$ cat src/lhsd_pkg.sv
// Shared constants, codes and control structs of the length-header string deframer.
`default_nettype none

package lhsd_pkg;

    // Sizing of the length table and of the per-byte result burst.
    localparam int MAX_STRINGS = 16;
    localparam int LENGTH_BITS = 16;
    localparam int MAX_RESULTS = 16;

    localparam int IDX_W  = $clog2(MAX_STRINGS);
    localparam int CNT_W  = $clog2(MAX_STRINGS + 1);
    localparam int RES_W  = $clog2(MAX_RESULTS + 1);
    localparam int BYTE_W = 8;
    localparam int KIND_W = 2;
    localparam int SIDX_W = 4;

    // Header delimiters and the digit range.
    localparam logic [BYTE_W-1:0] CHAR_HASH  = 8'h23;
    localparam logic [BYTE_W-1:0] CHAR_COMMA = 8'h2C;
    localparam logic [BYTE_W-1:0] CHAR_ZERO  = 8'h30;
    localparam logic [BYTE_W-1:0] CHAR_NINE  = 8'h39;

    // Result kinds as they appear on the output channel.
    typedef enum logic [KIND_W-1:0] {
        KIND_BYTE       = 2'd0,
        KIND_EMPTY_STR  = 2'd1,
        KIND_EMPTY_LIST = 2'd2,
        KIND_ERROR      = 2'd3
    } kind_t;

    // Outcome of a header byte, decided at the cycle the item is accepted.
    typedef enum logic [1:0] {
        HDR_NONE,
        HDR_ERROR,
        HDR_EMPTY_LIST,
        HDR_FLUSH
    } hdr_res_t;

    // Commands from the controller to the datapath.
    typedef struct packed {
        logic  accept;
        logic  load;
        kind_t kind;
        logic  last;
    } dp_cmd_t;

    // Status from the datapath to the controller.
    typedef struct packed {
        hdr_res_t hdr_res;
        logic     in_payload;
        logic     rem_zero;
        logic     rem_one;
        logic     next_done;
        logic     next_rem_zero;
        logic     slot_free;
    } dp_status_t;

endpackage

`default_nettype wire

$ cat src/lhsd_ifs.sv
// Valid/ready channel interfaces for the byte stream and the result stream.
`default_nettype none

interface lhsd_stream_if;
    logic                        valid;
    logic                        ready;
    logic [lhsd_pkg::BYTE_W-1:0] data_byte;
    logic                        start_of_message;

    modport source (output valid, output data_byte, output start_of_message, input ready);
    modport sink (input valid, input data_byte, input start_of_message, output ready);
endinterface

interface lhsd_result_if;
    logic                        valid;
    logic                        ready;
    logic [lhsd_pkg::KIND_W-1:0] out_kind;
    logic [lhsd_pkg::BYTE_W-1:0] out_byte;
    logic [lhsd_pkg::SIDX_W-1:0] string_index;
    logic                        last_of_string;
    logic                        last_of_message;
    logic                        last;

    modport source (
        output valid, output out_kind, output out_byte, output string_index,
        output last_of_string, output last_of_message, output last, input ready
    );
    modport sink (
        input valid, input out_kind, input out_byte, input string_index,
        input last_of_string, input last_of_message, input last, output ready
    );
endinterface

`default_nettype wire

$ cat src/lhsd_datapath.sv
// Parser state, length table and output register of the deframer.
`default_nettype none

module lhsd_datapath (
    input  wire logic                        clk,
    input  wire logic                        rst_n,
    input  wire logic [lhsd_pkg::BYTE_W-1:0] data_byte,
    input  wire logic                        start_of_message,
    input  wire logic                        out_ready,
    input  wire lhsd_pkg::dp_cmd_t           cmd,
    output lhsd_pkg::dp_status_t             status,
    output logic                             out_valid,
    output logic [lhsd_pkg::KIND_W-1:0]      out_kind,
    output logic [lhsd_pkg::BYTE_W-1:0]      out_byte,
    output logic [lhsd_pkg::SIDX_W-1:0]      string_index,
    output logic                             last_of_string,
    output logic                             last_of_message,
    output logic                             last
);

    localparam int LB     = lhsd_pkg::LENGTH_BITS;
    localparam int PROD_W = lhsd_pkg::LENGTH_BITS + 4;
    localparam int CW     = lhsd_pkg::CNT_W;

    typedef enum logic [1:0] {
        PH_HEADER,
        PH_PAYLOAD,
        PH_WAIT
    } phase_t;

    phase_t                      phase_reg, phase_next;
    logic [LB-1:0]               acc_reg, acc_next;
    logic                        digit_reg, digit_next;
    logic [CW-1:0]               count_reg, count_next;
    logic [CW-1:0]               cur_reg, cur_next;
    logic [LB-1:0]               rem_reg, rem_next;
    logic [lhsd_pkg::BYTE_W-1:0] byte_reg, byte_next;
    logic [LB-1:0]               len_table [lhsd_pkg::MAX_STRINGS];

    logic                        out_valid_reg, out_valid_next;
    lhsd_pkg::kind_t             out_kind_reg;
    logic [lhsd_pkg::BYTE_W-1:0] out_byte_reg;
    logic [lhsd_pkg::SIDX_W-1:0] out_idx_reg;
    logic                        out_los_reg;
    logic                        out_lom_reg;
    logic                        out_last_reg;

    phase_t                      eff_phase;
    logic [LB-1:0]               eff_acc;
    logic                        eff_digit;
    logic [CW-1:0]               eff_count;
    logic                        is_digit;
    logic                        is_comma;
    logic                        is_hash;
    logic [PROD_W-1:0]           acc_ext;
    logic [PROD_W-1:0]           acc_prod;
    logic                        acc_ovf;
    lhsd_pkg::hdr_res_t          hdr_res;
    logic [CW-1:0]               next_idx;
    logic                        next_done;
    logic [LB-1:0]               next_rem;
    logic                        rem_one;
    logic                        tbl_we;
    logic                        advance;

    // The start flag clears the parser ahead of the byte that carries it.
    always_comb
    begin
        eff_phase = start_of_message ? PH_HEADER : phase_reg;
        eff_acc   = start_of_message ? '0 : acc_reg;
        eff_digit = start_of_message ? 1'b0 : digit_reg;
        eff_count = start_of_message ? '0 : count_reg;
    end

    // Classify the byte and build the next decimal value (times ten by shifts).
    always_comb
    begin
        is_digit = data_byte inside {[lhsd_pkg::CHAR_ZERO:lhsd_pkg::CHAR_NINE]};
        is_comma = (data_byte == lhsd_pkg::CHAR_COMMA);
        is_hash  = (data_byte == lhsd_pkg::CHAR_HASH);
        acc_ext  = {4'b0000, eff_acc};
        acc_prod = (acc_ext << 3) + (acc_ext << 1) + PROD_W'(data_byte[3:0]);
        acc_ovf  = |acc_prod[PROD_W-1:LB];
    end

    // Header decision for the byte at the input.
    always_comb
    begin
        hdr_res = lhsd_pkg::HDR_NONE;
        if (eff_phase == PH_HEADER)
        begin
            if (is_digit)
            begin
                if (acc_ovf)
                    hdr_res = lhsd_pkg::HDR_ERROR;
            end
            else if (is_comma)
            begin
                if (!eff_digit || (eff_count >= CW'(lhsd_pkg::MAX_STRINGS)))
                    hdr_res = lhsd_pkg::HDR_ERROR;
            end
            else if (is_hash)
            begin
                if (eff_digit)
                    hdr_res = lhsd_pkg::HDR_ERROR;
                else if (eff_count == '0)
                    hdr_res = lhsd_pkg::HDR_EMPTY_LIST;
                else if (len_table[0] == '0)
                    hdr_res = lhsd_pkg::HDR_FLUSH;
            end
            else
            begin
                hdr_res = lhsd_pkg::HDR_ERROR;
            end
        end
    end

    // Look ahead to the string after the current one.
    always_comb
    begin
        next_idx  = cur_reg + 1'b1;
        next_done = (next_idx >= count_reg);
        next_rem  = len_table[next_idx[lhsd_pkg::IDX_W-1:0]];
        rem_one   = (rem_reg == LB'(1));
    end

    always_comb
    begin
        status.hdr_res       = hdr_res;
        status.in_payload    = !start_of_message && (phase_reg == PH_PAYLOAD);
        status.rem_zero      = (rem_reg == '0);
        status.rem_one       = rem_one;
        status.next_done     = next_done;
        status.next_rem_zero = (next_rem == '0);
        status.slot_free     = !out_valid_reg || out_ready;
    end

    // Parser state update on an accepted item or an emitted result.
    always_comb
    begin
        phase_next = phase_reg;
        acc_next   = acc_reg;
        digit_next = digit_reg;
        count_next = count_reg;
        cur_next   = cur_reg;
        rem_next   = rem_reg;
        byte_next  = byte_reg;
        tbl_we     = 1'b0;
        advance    = 1'b0;

        if (cmd.accept)
        begin
            byte_next = data_byte;
            if (start_of_message)
            begin
                phase_next = PH_HEADER;
                acc_next   = '0;
                digit_next = 1'b0;
                count_next = '0;
                cur_next   = '0;
                rem_next   = '0;
            end
            if (eff_phase == PH_HEADER)
            begin
                case (hdr_res)
                    lhsd_pkg::HDR_ERROR,
                    lhsd_pkg::HDR_EMPTY_LIST:
                    begin
                        phase_next = PH_WAIT;
                    end
                    default:
                    begin
                        if (is_digit)
                        begin
                            acc_next   = acc_prod[LB-1:0];
                            digit_next = 1'b1;
                        end
                        else if (is_comma)
                        begin
                            tbl_we     = 1'b1;
                            count_next = eff_count + 1'b1;
                            acc_next   = '0;
                            digit_next = 1'b0;
                        end
                        else
                        begin
                            phase_next = PH_PAYLOAD;
                            cur_next   = '0;
                            rem_next   = len_table[0];
                        end
                    end
                endcase
            end
        end
        else if (cmd.load)
        begin
            case (cmd.kind)
                lhsd_pkg::KIND_EMPTY_STR:
                begin
                    advance = 1'b1;
                end
                lhsd_pkg::KIND_BYTE:
                begin
                    rem_next = rem_reg - 1'b1;
                    advance  = rem_one;
                end
                default:
                begin
                    advance = 1'b0;
                end
            endcase
        end

        // Step to the next string, or close the message after the last one.
        if (advance)
        begin
            cur_next = next_idx;
            if (next_done)
                phase_next = PH_WAIT;
            else
                rem_next = next_rem;
        end
    end

    // Output register handshake.
    always_comb
    begin
        if (cmd.load)
            out_valid_next = 1'b1;
        else if (out_ready)
            out_valid_next = 1'b0;
        else
            out_valid_next = out_valid_reg;
    end

    always_ff @(posedge clk or negedge rst_n)
    begin
        if (!rst_n)
        begin
            phase_reg     <= PH_HEADER;
            acc_reg       <= '0;
            digit_reg     <= 1'b0;
            count_reg     <= '0;
            cur_reg       <= '0;
            rem_reg       <= '0;
            out_valid_reg <= 1'b0;
        end
        else
        begin
            phase_reg     <= phase_next;
            acc_reg       <= acc_next;
            digit_reg     <= digit_next;
            count_reg     <= count_next;
            cur_reg       <= cur_next;
            rem_reg       <= rem_next;
            out_valid_reg <= out_valid_next;
        end
    end

    // Length table and stored payload byte.
    always_ff @(posedge clk)
    begin
        if (tbl_we)
            len_table[eff_count[lhsd_pkg::IDX_W-1:0]] <= eff_acc;
        byte_reg <= byte_next;
    end

    // Result fields, formed as the result is loaded.
    always_ff @(posedge clk)
    begin
        if (cmd.load)
        begin
            out_kind_reg <= cmd.kind;
            out_last_reg <= cmd.last;
            case (cmd.kind)
                lhsd_pkg::KIND_BYTE:
                begin
                    out_byte_reg <= byte_reg;
                    out_idx_reg  <= cur_reg[lhsd_pkg::SIDX_W-1:0];
                    out_los_reg  <= rem_one;
                    out_lom_reg  <= rem_one && next_done;
                end
                lhsd_pkg::KIND_EMPTY_STR:
                begin
                    out_byte_reg <= '0;
                    out_idx_reg  <= cur_reg[lhsd_pkg::SIDX_W-1:0];
                    out_los_reg  <= 1'b1;
                    out_lom_reg  <= next_done;
                end
                default:
                begin
                    out_byte_reg <= '0;
                    out_idx_reg  <= '0;
                    out_los_reg  <= 1'b0;
                    out_lom_reg  <= 1'b1;
                end
            endcase
        end
    end

    assign out_valid       = out_valid_reg;
    assign out_kind        = out_kind_reg;
    assign out_byte        = out_byte_reg;
    assign string_index    = out_idx_reg;
    assign last_of_string  = out_los_reg;
    assign last_of_message = out_lom_reg;
    assign last            = out_last_reg;

endmodule

`default_nettype wire

$ cat src/lhsd_ctrl.sv
// Controller that sequences the results caused by each accepted byte.
`default_nettype none

module lhsd_ctrl (
    input  wire logic                 clk,
    input  wire logic                 rst_n,
    input  wire logic                 in_valid,
    output logic                      in_ready,
    input  wire lhsd_pkg::dp_status_t status,
    output lhsd_pkg::dp_cmd_t         cmd
);

    localparam int RW = lhsd_pkg::RES_W;
    localparam logic [RW-1:0] CAP_A = RW'(lhsd_pkg::MAX_RESULTS - 1);
    localparam logic [RW-1:0] CAP_B = RW'(lhsd_pkg::MAX_RESULTS);

    typedef enum logic [2:0] {
        ST_IDLE,
        ST_ERROR,
        ST_LIST,
        ST_FLUSH_A,
        ST_BYTE,
        ST_FLUSH_B
    } state_t;

    state_t        state_reg, state_next;
    logic [RW-1:0] n_reg, n_next;
    logic [RW-1:0] n_inc;
    logic [RW-1:0] cap;

    // Next state and commands. FLUSH_A runs the zero-length markers ahead of a
    // payload byte, FLUSH_B those after it or after the header end.
    always_comb
    begin
        state_next = state_reg;
        n_next     = n_reg;
        n_inc      = n_reg + 1'b1;
        cap        = (state_reg == ST_FLUSH_A) ? CAP_A : CAP_B;
        in_ready   = (state_reg == ST_IDLE);
        cmd.accept = 1'b0;
        cmd.load   = 1'b0;
        cmd.kind   = lhsd_pkg::KIND_BYTE;
        cmd.last   = 1'b0;

        case (state_reg)
            ST_IDLE:
            begin
                if (in_valid)
                begin
                    cmd.accept = 1'b1;
                    n_next     = '0;
                    case (status.hdr_res)
                        lhsd_pkg::HDR_ERROR:      state_next = ST_ERROR;
                        lhsd_pkg::HDR_EMPTY_LIST: state_next = ST_LIST;
                        lhsd_pkg::HDR_FLUSH:      state_next = ST_FLUSH_B;
                        default:
                        begin
                            if (status.in_payload)
                                state_next = status.rem_zero ? ST_FLUSH_A : ST_BYTE;
                        end
                    endcase
                end
            end

            ST_ERROR,
            ST_LIST:
            begin
                if (status.slot_free)
                begin
                    cmd.load   = 1'b1;
                    cmd.kind   = (state_reg == ST_ERROR) ? lhsd_pkg::KIND_ERROR
                                                         : lhsd_pkg::KIND_EMPTY_LIST;
                    cmd.last   = 1'b1;
                    state_next = ST_IDLE;
                end
            end

            ST_FLUSH_A,
            ST_FLUSH_B:
            begin
                if (status.slot_free)
                begin
                    cmd.load = 1'b1;
                    cmd.kind = lhsd_pkg::KIND_EMPTY_STR;
                    n_next   = n_inc;
                    if (status.next_done)
                    begin
                        cmd.last   = 1'b1;
                        state_next = ST_IDLE;
                    end
                    else if (status.next_rem_zero)
                    begin
                        if (n_inc >= cap)
                        begin
                            cmd.last   = 1'b1;
                            state_next = ST_IDLE;
                        end
                    end
                    else if (state_reg == ST_FLUSH_A)
                    begin
                        state_next = ST_BYTE;
                    end
                    else
                    begin
                        cmd.last   = 1'b1;
                        state_next = ST_IDLE;
                    end
                end
            end

            ST_BYTE:
            begin
                if (status.slot_free)
                begin
                    cmd.load = 1'b1;
                    cmd.kind = lhsd_pkg::KIND_BYTE;
                    n_next   = n_inc;
                    if (status.rem_one && !status.next_done && status.next_rem_zero
                        && (n_inc < CAP_B))
                    begin
                        state_next = ST_FLUSH_B;
                    end
                    else
                    begin
                        cmd.last   = 1'b1;
                        state_next = ST_IDLE;
                    end
                end
            end

            default:
            begin
                state_next = ST_IDLE;
            end
        endcase
    end

    always_ff @(posedge clk or negedge rst_n)
    begin
        if (!rst_n)
        begin
            state_reg <= ST_IDLE;
            n_reg     <= '0;
        end
        else
        begin
            state_reg <= state_next;
            n_reg     <= n_next;
        end
    end

endmodule

`default_nettype wire

$ cat src/length_header_string_deframer_core.sv
// Top level of the length-header string deframer.
// The block takes a message one byte per item: a header of decimal lengths,
// each closed by ',', ended by '#', then the payload bytes, which come out
// tagged with their string index and end-of-string and end-of-message flags.
// Zero-length strings and an empty list give marker results, and a malformed
// header gives one error result, after which bytes are ignored until an item
// with start_of_message set. Header bytes that cause no result leave the
// controller idle. A byte that causes results is accepted, and then the
// controller emits one result a cycle while the output slot is free, into a
// single output register; the next byte is accepted after the last result
// has gone into that register, even while it still waits to be taken.
`default_nettype none

module length_header_string_deframer_core (
    input wire logic     clk,
    input wire logic     rst_n,
    lhsd_stream_if.sink  stream,
    lhsd_result_if.source result
);

    lhsd_pkg::dp_cmd_t    cmd;
    lhsd_pkg::dp_status_t status;

    // Sequencing of results per byte.
    lhsd_ctrl u_ctrl (
        .clk      (clk),
        .rst_n    (rst_n),
        .in_valid (stream.valid),
        .in_ready (stream.ready),
        .status   (status),
        .cmd      (cmd)
    );

    // Parser state, length table and output register.
    lhsd_datapath u_datapath (
        .clk              (clk),
        .rst_n            (rst_n),
        .data_byte        (stream.data_byte),
        .start_of_message (stream.start_of_message),
        .out_ready        (result.ready),
        .cmd              (cmd),
        .status           (status),
        .out_valid        (result.valid),
        .out_kind         (result.out_kind),
        .out_byte         (result.out_byte),
        .string_index     (result.string_index),
        .last_of_string   (result.last_of_string),
        .last_of_message  (result.last_of_message),
        .last             (result.last)
    );

endmodule

`default_nettype wire
$ cat src/flat_wrapper.sv
// flat-port wrapper written by rule: the top's interface ports become plain ports
module length_header_string_deframer_core_flat 
  (clk, rst_n, stream_valid, stream_data_byte, stream_start_of_message, stream_ready, result_valid, result_out_kind, result_out_byte, result_string_index, result_last_of_string, result_last_of_message, result_last, result_ready);
  lhsd_stream_if stream_i ();
  lhsd_result_if result_i ();
  input wire logic clk;
  input wire logic rst_n;
  input wire logic [$bits(stream_i.valid)-1:0] stream_valid;
  input wire logic [$bits(stream_i.data_byte)-1:0] stream_data_byte;
  input wire logic [$bits(stream_i.start_of_message)-1:0] stream_start_of_message;
  output wire logic [$bits(stream_i.ready)-1:0] stream_ready;
  output wire logic [$bits(result_i.valid)-1:0] result_valid;
  output wire logic [$bits(result_i.out_kind)-1:0] result_out_kind;
  output wire logic [$bits(result_i.out_byte)-1:0] result_out_byte;
  output wire logic [$bits(result_i.string_index)-1:0] result_string_index;
  output wire logic [$bits(result_i.last_of_string)-1:0] result_last_of_string;
  output wire logic [$bits(result_i.last_of_message)-1:0] result_last_of_message;
  output wire logic [$bits(result_i.last)-1:0] result_last;
  input wire logic [$bits(result_i.ready)-1:0] result_ready;
  assign stream_i.valid = stream_valid;
  assign stream_i.data_byte = stream_data_byte;
  assign stream_i.start_of_message = stream_start_of_message;
  assign stream_ready = stream_i.ready;
  assign result_valid = result_i.valid;
  assign result_out_kind = result_i.out_kind;
  assign result_out_byte = result_i.out_byte;
  assign result_string_index = result_i.string_index;
  assign result_last_of_string = result_i.last_of_string;
  assign result_last_of_message = result_i.last_of_message;
  assign result_last = result_i.last;
  assign result_i.ready = result_ready;
  length_header_string_deframer_core u_core (.clk(clk), .rst_n(rst_n), .stream(stream_i), .result(result_i));
endmodule
$ cat config.mk
export PLATFORM = sky130hd
export DESIGN_NAME = length_header_string_deframer_core_flat
export DESIGN_NICKNAME = d
export VERILOG_FILES = /design/src/lhsd_pkg.sv /design/src/lhsd_ifs.sv /design/src/lhsd_datapath.sv /design/src/lhsd_ctrl.sv /design/src/length_header_string_deframer_core.sv /design/src/flat_wrapper.sv
export SDC_FILE = /design/constraint.sdc
export NUM_CORES = 1
export LEC_CHECK = 0
export BUFFER_PORTS_ARGS = -buffer_cell sky130_fd_sc_hd__buf_2
export CORE_MARGIN = 2
export CORE_UTILIZATION = 60
export DETAILED_ROUTE_END_ITERATION = 6
export GPL_TIMING_DRIVEN = 0
export PLACE_DENSITY_LB_ADDON = 0.12
export REMOVE_ABC_BUFFERS = 1
export SYNTH_ARGS = -nofsm -noshare
export SYNTH_HDL_FRONTEND = slang
export SYNTH_SLANG_ARGS = --single-unit
$ cat constraint.sdc
create_clock -name clk -period 10.85 [get_ports clk]
set_clock_uncertainty 0.15 [all_clocks]
set_input_delay 2.17 -clock clk [delete_from_list [all_inputs] [get_ports clk]]
set_output_delay 2.17 -clock clk [all_outputs]
set_load 0.01 [all_outputs]
# [Word level (Yosys, flattened, before mapping)]
# Memories as Yosys holds them, arrays and structs flattened.
# Cells that the tools add are included.
# W data, S select, Z words.
[totals] register_bits=79 ramBits=256 input_bits=13 output_inout_bits=19 wordCells=170 mem_count=1
[op_classes] add_sub_neg=6 n_lt_le_gt_ge=6 n_eq_ne=20 n_mux=91 n_reduce_logical=30
[mem_list] memory="u_core.u_datapath.len_table" words=16 width=16 rd=2 rd_clocked_by_memory_dff=0 write_ports=1 line_no="lhsd_datapath.sv:38" rtl="logic [LB-1:0] len_table [lhsd_pkg::MAX_STRINGS];"
[ops] operator="$mux W16" n=15
[ops] operator="$mux W5" n=15
[ops] operator="$logic_not A16 Y1" n=3
[ops] operator="$mux W3" n=11
[ops] operator="$mux W2" n=15
[ops] operator="$mux W1" n=26
[ops] operator="$add A19 B17 Y20" n=1
[ops] operator="$add A20 B4 Y20" n=1
[ops] operator="$eq A16 B1 Y1 const B" n=1
[ops] operator="$eq A8 B6 Y1 const B" n=2
[ops] operator="$sub A16 B1 Y16 const B" n=1
[ops] operator="$add A5 B1 Y5 const B" n=3
[ops] operator="$mux W4" n=3
[ops] operator="$pmux W3 S4" n=1
[ops] operator="$pmux W4 S3" n=1
[ops] operator="$ge A5 B5 Y1" n=2
[ops] operator="$pmux W5 S2" n=1
[ops] operator="$pmux W3 S3" n=1
[ops] operator="$ge A8 B6 Y1 const B" n=1
[ops] operator="$le A8 B6 Y1 const B" n=1
[ops] operator="$ne A2 B1 Y1 const B" n=4
[ops] operator="$reduce_or A2 Y1" n=4
[ops] operator="$eq A2 B1 Y1 const B" n=3
[ops] operator="$eq A3 B2 Y1 const B" n=2
[ops] operator="other kinds (20)" n=35

# [Logic depth before layout (Yosys ltp)]
# Gate-level depths: netlist (run 1).
# An unclocked memory read counts as a cell.
[depth] depth_word=16 mapped_depth=23

# [Hierarchy]
# A second synthesis (run 1) with hierarchy kept.
[hier_totals] cells_unflattened=1001 area_unflattened_um2=15542.4
[by_module_without_submodules] module="lhsd_datapath" instances=1 cells_each=907 area_each_um2=14705.4
[by_module_without_submodules] module="lhsd_ctrl" instances=1 cells_each=94 area_each_um2=837.1

# [Worst setup path before layout (run 1)]
# Ideal clock, no wire load.
[synth_timing] path_kind="in2reg" start="input port stream_start_of_message" end="memory u_core.u_datapath.len_table[15][0] in the netlist's numbering (enable)" setup_time_ns=0.391 arrival_ns=7.150 t_required_ns=10.309 slack_ns=3.159 path_stages=17 path_buffers=2 cell_sequence="clkbuf_1 clkbuf_1 nor2b_1 ha_1 ha_1 a22oi_1 o211ai_1 a31oi_1 nor2b_1 a311oi_1 xor2_1 a41o_1 ha_1 or2_2 nor4_1 nand2_1 nor2_1"
[synth_between] elab_cells_between_ends=28
[synth_lines] item="start: declaration" line_no="flat_wrapper.sv:10" rtl="input wire logic [$bits(stream_i.start_of_message)-1:0] stream_start_of_message;"
[synth_lines] item="$mux W16 *" line_no="lhsd_datapath.sv:70" rtl="eff_acc = start_of_message ? '0 : acc_reg;"
[synth_lines] item="net u_core.u_datapath.eff_acc[12]" line_no="lhsd_datapath.sv:49" rtl="logic [LB-1:0] eff_acc;"
[synth_lines] item="$add A19 B17 Y20 *" line_no="lhsd_datapath.sv:82" rtl="acc_prod = (acc_ext << 3) + (acc_ext << 1) + PROD_W'(data_byte[3:0]);"
[synth_lines] item="$add A20 B4 Y20 *" line_no="lhsd_datapath.sv:82"
[synth_lines] item="$reduce_or A4 Y1 *" line_no="lhsd_datapath.sv:83" rtl="acc_ovf = |acc_prod[PROD_W-1:LB];"
[synth_lines] item="$mux W1 *" line_no="lhsd_datapath.sv:94" rtl="if (acc_ovf)"
[synth_lines] item="$mux W2 *" line_no="lhsd_datapath.sv:92" rtl="if (is_digit)"
[synth_lines] item="$mux W2 *" line_no="lhsd_datapath.sv:90" rtl="if (eff_phase == PH_HEADER)"
[synth_lines] item="$eq A2 B2 Y1 / $eq A2 B1 Y1 (equally long branches)" line_no="lhsd_datapath.sv:165" rtl="case (hdr_res)"
[synth_lines] item="$reduce_or A2 Y1 *" line_no="lhsd_datapath.sv:165"
[synth_lines] item="$mux W1 *" line_no="lhsd_datapath.sv:165"
[synth_lines] item="$mux W1 *" line_no="lhsd_datapath.sv:163" rtl="if (eff_phase == PH_HEADER)"
[synth_lines] item="$mux W1 *" line_no="lhsd_datapath.sv:151" rtl="if (cmd.accept)"
[synth_lines] item="$mux W1 *" line_no="lhsd_datapath.sv:263" rtl="if (tbl_we)"
[synth_lines] item="$mux W1 (not written as such) *" line_no="lhsd_datapath.sv:264" rtl="len_table[eff_count[lhsd_pkg::IDX_W-1:0]] <= eff_acc;"
[synth_lines] item="end: declaration" line_no="lhsd_datapath.sv:38"
# The timed path passes the listed nets; every way through them passes the cells marked *.

# [Worst setup path after layout (run 1)]
[layout_timing] start="input port stream_start_of_message" end="memory u_core.u_datapath.len_table[7][9] in the netlist's numbering (enable)"
# Same word-level chain as after synthesis.

==> results of run 1 <==
[final cells by class]
class	instances	area [µm²]	share of cell area [%]
well taps	330	412.9	2.390
clock buffers	46	978.4	5.663
flip-flops and latches	335	9793	56.68
repair buffers	48	434.2	2.513
multi-input cells	634	5253	30.40
clock inverters	20	282.8	1.637
inverters	32	122.6	0.7097
[cell usage after synthesis, types with 7 or more instances]
library cell,n,area share [%]
ha_1,52,4.3
nor2_1,58,1.4
a22o_1,7,0.40
nand2b_1,11,0.45
nor2b_1,25,1.0
clkbuf_1,22,0.54
nor4_1,9,0.37
dfrtp_1,54,8.9
nand2_1,88,2.2
xnor2_1,8,0.46
o21ai_0,52,1.7
mux2_2,19,1.4
and2_1,11,0.45
mux2i_1,18,1.2
edfxtp_1,281,55
xor2_1,11,0.63
mux4_2,57,8.4
a31oi_1,8,0.33
buf_2,11,0.36
inv_1,29,0.71
a21oi_1,49,1.6
nand3_1,29,0.95
nor3_1,19,0.62
a21o_1,9,0.44
o211ai_1,9,0.44
[worst register-to-register path, cell delays in order (launching register included)]
cell,delay [ns]
dfrtp_1,0.34
nor2b_1,0.99
ha_1,0.40
ha_1,0.37
a22oi_1,0.19
o211ai_1,0.12
a31oi_1,0.23
nor2b_1,0.08
a311oi_1,0.30
xor2_1,0.22
a41o_1,0.33
ha_1,0.34
or2_2,0.37
nor4_1,0.68
nand2_1,0.37
nor2_2,0.60
buf_8,0.24
[how the worst min path moves through the flow]
stage	startpoint	to	cells after the start
floorplan	u_core.u_datapath.acc_reg[8]$_DFFE_PN0P_	u_core.u_datapath.acc_reg[8]$_DFFE_PN0P_	2
global placement	u_core.u_datapath.acc_reg[5]$_DFFE_PN0P_	u_core.u_datapath.acc_reg[5]$_DFFE_PN0P_	2
detailed placement	u_core.u_datapath.acc_reg[8]$_DFFE_PN0P_	u_core.u_datapath.acc_reg[8]$_DFFE_PN0P_	2
CTS	u_core.u_datapath.acc_reg[8]$_DFFE_PN0P_	u_core.u_datapath.acc_reg[8]$_DFFE_PN0P_	2
global route	u_core.u_datapath.acc_reg[15]$_DFFE_PN0P_	u_core.u_datapath.acc_reg[15]$_DFFE_PN0P_	1
finish	u_core.u_datapath.acc_reg[8]$_DFFE_PN0P_	u_core.u_datapath.acc_reg[8]$_DFFE_PN0P_	2
[metrics by stage]
stage | power [mW] | area, µm² | cells
floorplan | 2.169 | 15070 | 1001
global placement | 2.401 | 15640 | 1362
finish | 3.669 | 17280 | 1445
CTS | 3.690 | 17260 | 1445
global route | 3.823 | 17280 | 1445
detailed placement | 2.406 | 16000 | 1379
[logic make-up (layout without fill, tap and decap cells)]
kind of cell | after synthesis | after routing | share of synthesized area [%]
flip-flops | 335 | 335 | 64.16
AO/OA/AOI/OAI | 183 | 183 | 7.716
AND/OR/NAND/NOR | 280 | 280 | 8.963
multiplexers | 97 | 97 | 11.41
buffers and inverters | 71 | 146 | 2.025
XOR/XNOR | 20 | 20 | 1.197
adder cells (fa/ha/maj) | 54 | 54 | 4.526
[report_power, final]
part	internal [mW]	leakage [nW]	total (mW)	switching, mW
clock	0.789	0.626	1.29	0.502
combinational	0.349	2.33	0.812	0.463
sequential	1.49	3.33	1.57	0.0749
total	2.63	6.28	3.67	1.04
[layer usage]
metal / GRT usage, % / vias to the layer above / share of wire, %
met4: 8.612 / 0 / 2.8
met1: 38.45 / 4618 / 42
met3: 5.383 / 59 / 8.1
met5: 0 / - / 0
met2: 41.25 / 399 / 47
li1: - / 4144 / -
==> reports/metrics.cfg, run 1 <==
[floorplanning]
die_h_um=163.5
pin_count=32
initial_core_util_pct=60.77
fp.dieArea_mm2=0.02672
rows=58
core_mm2=0.02511
fp.dieW_um=163.5

[final_layout]
largest_reg_flops=256
n_antenna_cell=0
final_cell_mix=281 x edfxtp_1, 88 x nand2_1, 57 x mux4_2, 53 x dfrtp_1, 52 x o21ai_0
layout_commonest_cell=edfxtp_1
nNetsFinal=1154
drive_above_1_share_pct=20.81
num-fill-cells=1774
syn_to_final_growth_pct=13.23
final_util_pct=68.81

[detailed_routing]
wirelength_um=34300
drcViolationCount=0
drt_first_iter_violations=1000
wl_per_cell_um=23.74
via_per_inst=6.381
dr.pass1.iters=6
vias=9220
ant_nets=0

[global_routing]
grt_pass1_vias=9137
grt_start_max_net_pins=55
track_usage_pct=26.60
grt_antenna_before_repair=0
grt_pass1_wl_um=52710
overflow=0

[clocking]
cts_resized=0
clkSinkCount=335
numCtsBuffers=36
ctsRootBufferMaster=clkbuf_16
clk_latency_ns=0.53
postCtsHoldBufs=0
ctsLongestPathBuffers=3
h-tree-depth=2
clk_pin_slew_ns=0.06
tritoncts=yes
cts_setup_buffers=0

[timing]
setup-violations-final=0
hold_viol_final=0
worst_pin_slew_ns=1.284
slew_headroom_pct=14.13
rsz0062_at_grt=no
drv_slew=0
fmax_mhz=117.0
setup_ws_ns=2.304
period_minus_slack_ns=8.546
timing.hold.ws_ns=0.3212
min_period_over_period_pct=78.76
finalSetupTns_ns=0

[worst_setup_path]
critPathMaxStageDelay_ns=0.68
critPathBufInv=4
cp_cell_sequence=buf_2 > inv_1 > nand2_1 > inv_1 > ha_1 > ha_1 > a21o_1 > a21oi_1 > a21boi_0 > a41oi_1 > o21ai_0 > a31oi_1 > a41o_1 > ha_1 > or2_2 > nor4_1 > nand2_1 > nor2_2 > buf_8
crit_start=stream_start_of_message
cp_slowest_cell=nor4_1
path_max_fanout=26
arrival_ns=8.63
crit_type=primary input to flip-flop
worstRegToRegCells=16
end_kind=flip-flop
cpMostUsedCell=ha_1
reg2reg_to=u_core.u_datapath.len_table[7][9]$_DFFE_PP_
path_depth=19
start_kind=primary input
crit_family=simple AND/OR/NAND/NOR gates
crit_end=u_core.u_datapath.len_table[7][9]$_DFFE_PP_
required_ns=10.93
rr_startpoint=u_core.u_datapath.acc_reg[10]$_DFFE_PN0P_
r2r_setup_slack_ns=4.21

[power]
max-vdd-ir-drop_mv=0.1656
powerDensity_mw_per_mm2=212.4
p_leak_nw=6.282

[logic_synthesis]
ys_seq_area_share_pct=64.16
netlist_instances=1040
synth-edff-count=281
ys_dominant_reg_cell=edfxtp_1
yosysUniqueCellTypes=69
synth-seq-cells=335
yosys_warnings=0
netlist_area_mm2=0.01526
avgSynthCellArea_um2=14.67
async_reset_ff_share_pct=16.12

[placement]
post-place-ws_ns=1.902
io_buffer_count=31
hpwlAfterDp_um=22710
gp_congestion=0.8775

[flow_run]
cap_violations=0

[outcome]
outcome=completed

[hold_path]
hold_path_class=flip-flop to flip-flop

Power figures use the tool's default switching activity.
==> run 2: changes to the inputs <==
CORE_UTILIZATION = 57   (was 60)
clock period = 7.32 ns   (was 10.85 ns; I/O delays follow)
==> run 2 against run 1 <==
Compared with the run above: non-clock buffer count increased by 11; sequential share of layout area fell by 0.22 points; global-route usage shrank 1.2 points; die area grew 5.1%; total power up 43%; utilization fell by 2.6 points; sequential power increased by 49%; critical endpoint is now u_core.u_datapath.len_table[13][6]$_DFFE_PP_; largest cell class unchanged; largest power group unchanged.
==> reports/metrics.cfg, run 2 (synthesized netlist as in run 1, its figures left out) <==
[worst_setup_path]
required_ns=7.39  ; -3.54 ns
reg2reg_to=u_core.u_datapath.len_table[13][6]$_DFFE_PP_
start_kind=primary input
arrival_ns=7.02  ; -1.61 ns
worstRegToRegCells=15  ; -1
end_kind=flip-flop
rr_startpoint=u_core.u_datapath.acc_reg[7]$_DFFE_PN0P_
path_max_fanout=26  ; unchanged
crit_type=primary input to flip-flop
r2r_setup_slack_ns=1.32  ; -2.89 ns

[hold_path]
hold_path_class=flip-flop to flip-flop
whs_path_depth=2  ; unchanged
hold_end=u_core.u_datapath.acc_reg[14]$_DFFE_PN0P_
min_from=u_core.u_datapath.acc_reg[14]$_DFFE_PN0P_

[placement]
gp_congestion=0.8635  ; -1.6%
io_buffer_count=31  ; unchanged
hpwlAfterDp_um=22980  ; +1.2%
placedCellCount=1385  ; +0.44%

[power]
powerDensity_mw_per_mm2=302.7  ; +43%
max-vdd-ir-drop_mv=0.2097  ; +27%
p_leak_nw=6.272  ; -0.17%

[global_routing]
grt_antenna_before_repair=0  ; unchanged
overflow=0  ; unchanged
grt_start_max_net_pins=55  ; unchanged
grt_pass1_vias=9072  ; -0.71%
track_usage_pct=25.43  ; -1.2 points
grt_pass1_wl_um=54030  ; +2.5%

[final_layout]
drive_above_1_share_pct=20.73  ; -0.074 points
layoutNonFillerInstCount=1454  ; +0.62%
largest_reg_flops=256  ; unchanged
n_antenna_cell=0  ; unchanged
layout_commonest_cell=edfxtp_1
final_cell_mix=281 x edfxtp_1, 88 x nand2_1, 57 x mux4_2, 53 x dfrtp_1, 52 x o21ai_0
syn_to_final_growth_pct=13.66
nNetsFinal=1165  ; +0.95%

[detailed_routing]
vias=9140  ; -0.87%
wl_per_cell_um=23.81  ; +0.31%
ant_nets=0  ; unchanged
drcViolationCount=0  ; unchanged
dr.pass1.iters=6  ; unchanged
wirelength_um=34620  ; +0.93%
via_per_inst=6.286  ; -1.5%
drt_first_iter_violations=1002  ; +0.20%

[timing]
drv_slew=0  ; unchanged
hold_viol_final=0  ; unchanged
period_minus_slack_ns=6.952
min_period_over_period_pct=94.97
setup-violations-final=0  ; unchanged
worst_pin_slew_ns=1.401  ; +0.1163 ns
rsz0062_at_grt=no
timing.hold.ws_ns=0.3272  ; +0.006040 ns
fmax_mhz=143.8
slew_headroom_pct=6.426  ; -7.7 points

[clocking]
clk_pin_slew_ns=0.06  ; about the same
ctsRootBufferMaster=clkbuf_16
clk_latency_ns=0.52  ; about the same
clkSinkCount=335  ; unchanged
h-tree-depth=2  ; unchanged
numCtsBuffers=36  ; unchanged
ctsLongestPathBuffers=3  ; unchanged
tritoncts=yes

[floorplanning]
initial_core_util_pct=58.22  ; -2.5 points
fp.dieW_um=167.6  ; +2.5%
die_h_um=167.6  ; +2.5%
fp.dieArea_mm2=0.02809  ; +5.1%
rows=59  ; +1.7%
core_mm2=0.02621  ; +4.4%
pin_count=32  ; unchanged

[outcome]
outcome=completed

[flow_run]
cap_violations=0  ; unchanged

[run 2: cell count changes in the layout (fill, tap and decap cells not counted), sizes merged]
cell | before | now
buf | 48 | 58
bufinv | 6 | 3
clkbuf | 46 | 41
clkinv | 12 | 15
clkinvlp | 0 | 1
inv | 34 | 32
[run 2: metal layers]
| metal | GRT usage (%) | up-vias | wire length [µm] |
|---|---|---|---|
| met3 | 3.923 | 62 | 2230 |
| met2 | 39.74 | 316 | 16030 |
| li1 | - | 4146 | - |
| met4 | 6.957 | 0 | 862 |
| met1 | 37.89 | 4616 | 15500 |
| met5 | 0 | - | 0 |
[run 2: through the flow]
step                      area (µm²)  setup slack, ns  total power [mW]  util, %  setup TNS, ns
after floorplan                15070           0.6300             3.211        -              0
after global placement         15650           -1.926             3.565    59.70        -480.11
after detailed placement       16010           -1.110             3.561    61.10        -227.02
after CTS                      17140         -0.08868             5.273    65.40         -1.450
after global routing           17340          0.07108             5.471    66.18              0
final                          17340           0.3680             5.249    66.18              0
[run 2: area by class of cell]
class	count	area, µm²
clock buffers	40	915.9
clock inverters	19	177.7
fillers	1826	8864
inverters	32	126.4
multi-input cells	634	5325
flip-flops and latches	335	9793
well taps	335	419.2
repair buffers	59	585.6
[run 2: report_power, final]
group | total (mW) | switching (mW) | internal (mW)
Combinational | 1.20 | 0.683 | 0.516
Sequential | 2.34 | 0.128 | 2.21
Clock | 1.71 | 0.710 | 1.00
[run 2: how the worst max path moves through the flow]
stage,startpoint,end,slack (ns),depth (start not counted)
6_report,stream_start_of_message,u_core.u_datapath.len_table[13][6]$_DFFE_PP_,0.37,16
5_1_grt,stream_start_of_message,u_core.u_datapath.len_table[13][8]$_DFFE_PP_,0.07,19
4_1_cts,stream_start_of_message,u_core.u_datapath.len_table[14][4]$_DFFE_PP_,-0.09,19
3_5_place_dp,stream_start_of_message,u_core.u_datapath.len_table[3][11]$_DFFE_PP_,-1.11,16
3_3_place_gp,stream_start_of_message,u_core.u_datapath.len_table[7][11]$_DFFE_PP_,-1.93,16
2_1_floorplan,stream_start_of_message,u_core.u_datapath.len_table[15][0]$_DFFE_PP_,0.63,15
[run 2: repair_timing]
item	4_1_cts	5_1_grt
hold buffers	0	0
cloned	0	0
pin swaps	0	5
resized for setup	7	11
endpoints found under the setup margin	253	271
buffers inserted	0	10
[run 2: critical path: stages]
cell and delay, ns:
clkbuf_4 0.28, nor2b_1 1.12, ha_1 0.41, ha_1 0.39, a21oi_1 0.15, o21ai_0 0.10, a41oi_1 0.30, o21ai_0 0.24
a31oi_1 0.24, a41o_1 0.32, ha_1 0.33, or2_2 0.38, nor4_4 0.31, nand2_1 0.33, nor2_2 0.42, buf_8 0.22
==> run 3: changes to the inputs <==
PLACE_DENSITY_LB_ADDON = 0.05   (was 0.12)
==> run 3 against run 2 <==
Compared with the run above: sequential share of layout area up 0.23 points; first-iteration DRC count up 0.30%; combinational power is essentially flat; sequential power about the same; die area did not move; setup slack gained 0.046 ns; routed wire length rose by 0.40%; utilization shrank 0.27 points; clock power is essentially flat; via count up 0.24%; register-to-register slack better by 0.05 ns; largest cell class unchanged; highest routed layer unchanged.
==> reports/metrics.cfg, run 3 (synthesized netlist as in run 1, its figures left out) <==
[worst_setup_path]
end_kind=flip-flop
required_ns=7.40  ; about the same
arrival_ns=6.99  ; -0.03 ns
path_max_fanout=26  ; unchanged
start_kind=primary input
r2r_setup_slack_ns=1.37  ; +0.05 ns
crit_type=primary input to flip-flop

[timing]
drv_slew=0  ; unchanged
worst_pin_slew_ns=1.277  ; -0.1234 ns
fmax_mhz=144.8  ; +0.66%
rsz0062_at_grt=no
setup-violations-final=0  ; unchanged
hold_viol_final=0  ; unchanged
timing.hold.ws_ns=0.3221  ; -0.005142 ns
period_minus_slack_ns=6.906  ; -0.04589 ns
slew_headroom_pct=14.67  ; +8.2 points
min_period_over_period_pct=94.35  ; -0.63 points

[final_layout]
num-fill-cells=1858  ; +1.8%
nNetsFinal=1155  ; -0.86%
final_cell_mix=281 x edfxtp_1, 87 x nand2_1, 57 x mux4_2, 53 x dfrtp_1, 52 x o21ai_0
largest_reg_flops=256  ; unchanged
n_antenna_cell=0  ; unchanged
layout_commonest_cell=edfxtp_1
drive_above_1_share_pct=20.34  ; -0.39 points
syn_to_final_growth_pct=13.20
layoutNonFillerInstCount=1451  ; -0.21%

[floorplanning]
fp.dieW_um=167.6  ; unchanged
initial_core_util_pct=58.22  ; unchanged
rows=59  ; unchanged
die_h_um=167.6  ; unchanged
core_mm2=0.02621  ; unchanged
fp.dieArea_mm2=0.02809  ; unchanged
pin_count=32  ; unchanged

[clocking]
h-tree-depth=2  ; unchanged
ctsRootBufferMaster=clkbuf_16
postCtsHoldBufs=0  ; unchanged
numCtsBuffers=36  ; unchanged
clkSinkCount=335  ; unchanged
clk_latency_ns=0.53  ; about the same
clk_pin_slew_ns=0.06  ; about the same
tritoncts=yes
ctsLongestPathBuffers=3  ; unchanged

[detailed_routing]
ant_nets=0  ; unchanged
via_per_inst=6.314  ; +0.45%
drt_first_iter_violations=1005  ; +0.30%
wl_met1_um=15630  ; +0.85%
wl_met2_um=16060  ; +0.17%
drcViolationCount=0  ; unchanged
wl_met3_um=2194  ; -1.6%
wirelength_um=34760  ; +0.40%
wl_per_cell_um=23.95  ; +0.61%
topRoutingLayerUsed=met4
vias=9162  ; +0.24%
dr.pass1.iters=5  ; -1

[global_routing]
grt_antenna_before_repair=0  ; unchanged
grt_start_max_net_pins=55  ; unchanged
overflow=0  ; unchanged
grt_pass1_wl_um=53390  ; -1.2%
grt_pass1_vias=8888  ; -2.0%
track_usage_pct=25.40  ; -0.036 points

[placement]
io_buffer_count=31  ; unchanged
gp_congestion=0.8613  ; -0.25%
placedCellCount=1384  ; -0.072%
hpwlAfterDp_um=22940  ; -0.16%

[hold_path]
hold_path_class=flip-flop to flip-flop

[flow_run]
cap_violations=0  ; unchanged

[power]
p_leak_nw=6.223  ; -0.78%
max-vdd-ir-drop_mv=0.2267  ; +8.1%
powerDensity_mw_per_mm2=305.4  ; +0.90%

[outcome]
outcome=completed

==> run 3: repair_timing <==
| action | CTS | global route |
|---|---|---|
| resized for setup | 6 | 16 |
| buffers inserted | 0 | 1 |
| setup endpoints to repair | 253 | 280 |
==> run 3: final timing paths <==
check | start | endpoint | cells past startpoint
worst max-delay path | stream_start_of_message | u_core.u_datapath.len_table[13][13]$_DFFE_PP_ | 17
worst min-delay path | u_core.u_datapath.acc_reg[8]$_DFFE_PN0P_ | u_core.u_datapath.acc_reg[8]$_DFFE_PN0P_ | 2
worst max register to register | u_core.u_datapath.acc_reg[10]$_DFFE_PN0P_ | u_core.u_datapath.len_table[13][13]$_DFFE_PP_ | 16
worst min register to register | u_core.u_datapath.acc_reg[8]$_DFFE_PN0P_ | u_core.u_datapath.acc_reg[8]$_DFFE_PN0P_ | 2
max in group asynchronous | rst_n | u_core.u_datapath.cur_reg[0]$_DFFE_PN0P_ | 1
min in group asynchronous | rst_n | u_core.u_ctrl.n_reg[0]$_DFFE_PN0P_ | 1
==> run 3: through the flow <==
step | total power, mW | instance area [µm²] | TNS, ns | setup WS, ns | util (%)
detailed placement | 3.562 | 16010 | -214.24 | -1.012 | 61.09
global route | 5.514 | 17270 | 0 | 0.01624 | 65.91
CTS | 5.300 | 17180 | -1.167 | -0.06537 | 65.54
floorplan | 3.211 | 15070 | 0 | 0.6300 | -
finish | 5.275 | 17270 | 0 | 0.4138 | 65.91
global placement | 3.567 | 15650 | -461.23 | -1.791 | 59.70
==> run 3: worst max-delay path, cell delays in order <==
cell and delay [ns]:
clkbuf_4 0.28, nor2b_1 1.04, ha_1 0.40, ha_1 0.37
a22oi_1 0.20, o211ai_1 0.13, a31oi_1 0.23, nor2b_1 0.07
a311oi_1 0.30, xor2_1 0.18, a41o_1 0.31, ha_1 0.33
or2_2 0.38, nor4_4 0.31, nand2_1 0.35, nor2_4 0.40
buf_6 0.21
==> run 3: power by group <==
part	leakage, nW	total, mW	internal, mW	switching, mW
registers	3.33	2.33	2.21	0.122
logic	2.34	1.20	0.516	0.684
clock network	0.550	1.74	1.01	0.734
==> run 3: layout make-up <==
| class | count | area [µm²] | area share, % |
|---|---|---|---|
| clock buffer | 49 | 969.7 | 5.614 |
| clock inverter | 17 | 171.4 | 0.9924 |
| inverter | 32 | 126.4 | 0.7316 |
| multi-input combinational | 634 | 5340 | 30.92 |
| sequential | 335 | 9793 | 56.70 |
| tap | 335 | 419.2 | 2.427 |
| timing repair buffer | 49 | 452.9 | 2.622 |
==> run 3: per-layer routing <==
layer	vias up	GRT usage, %
met2	303	39.13
met5	-	0
met1	4662	37.54
met3	54	4.254
met4	0	8.204
li1	4143	-
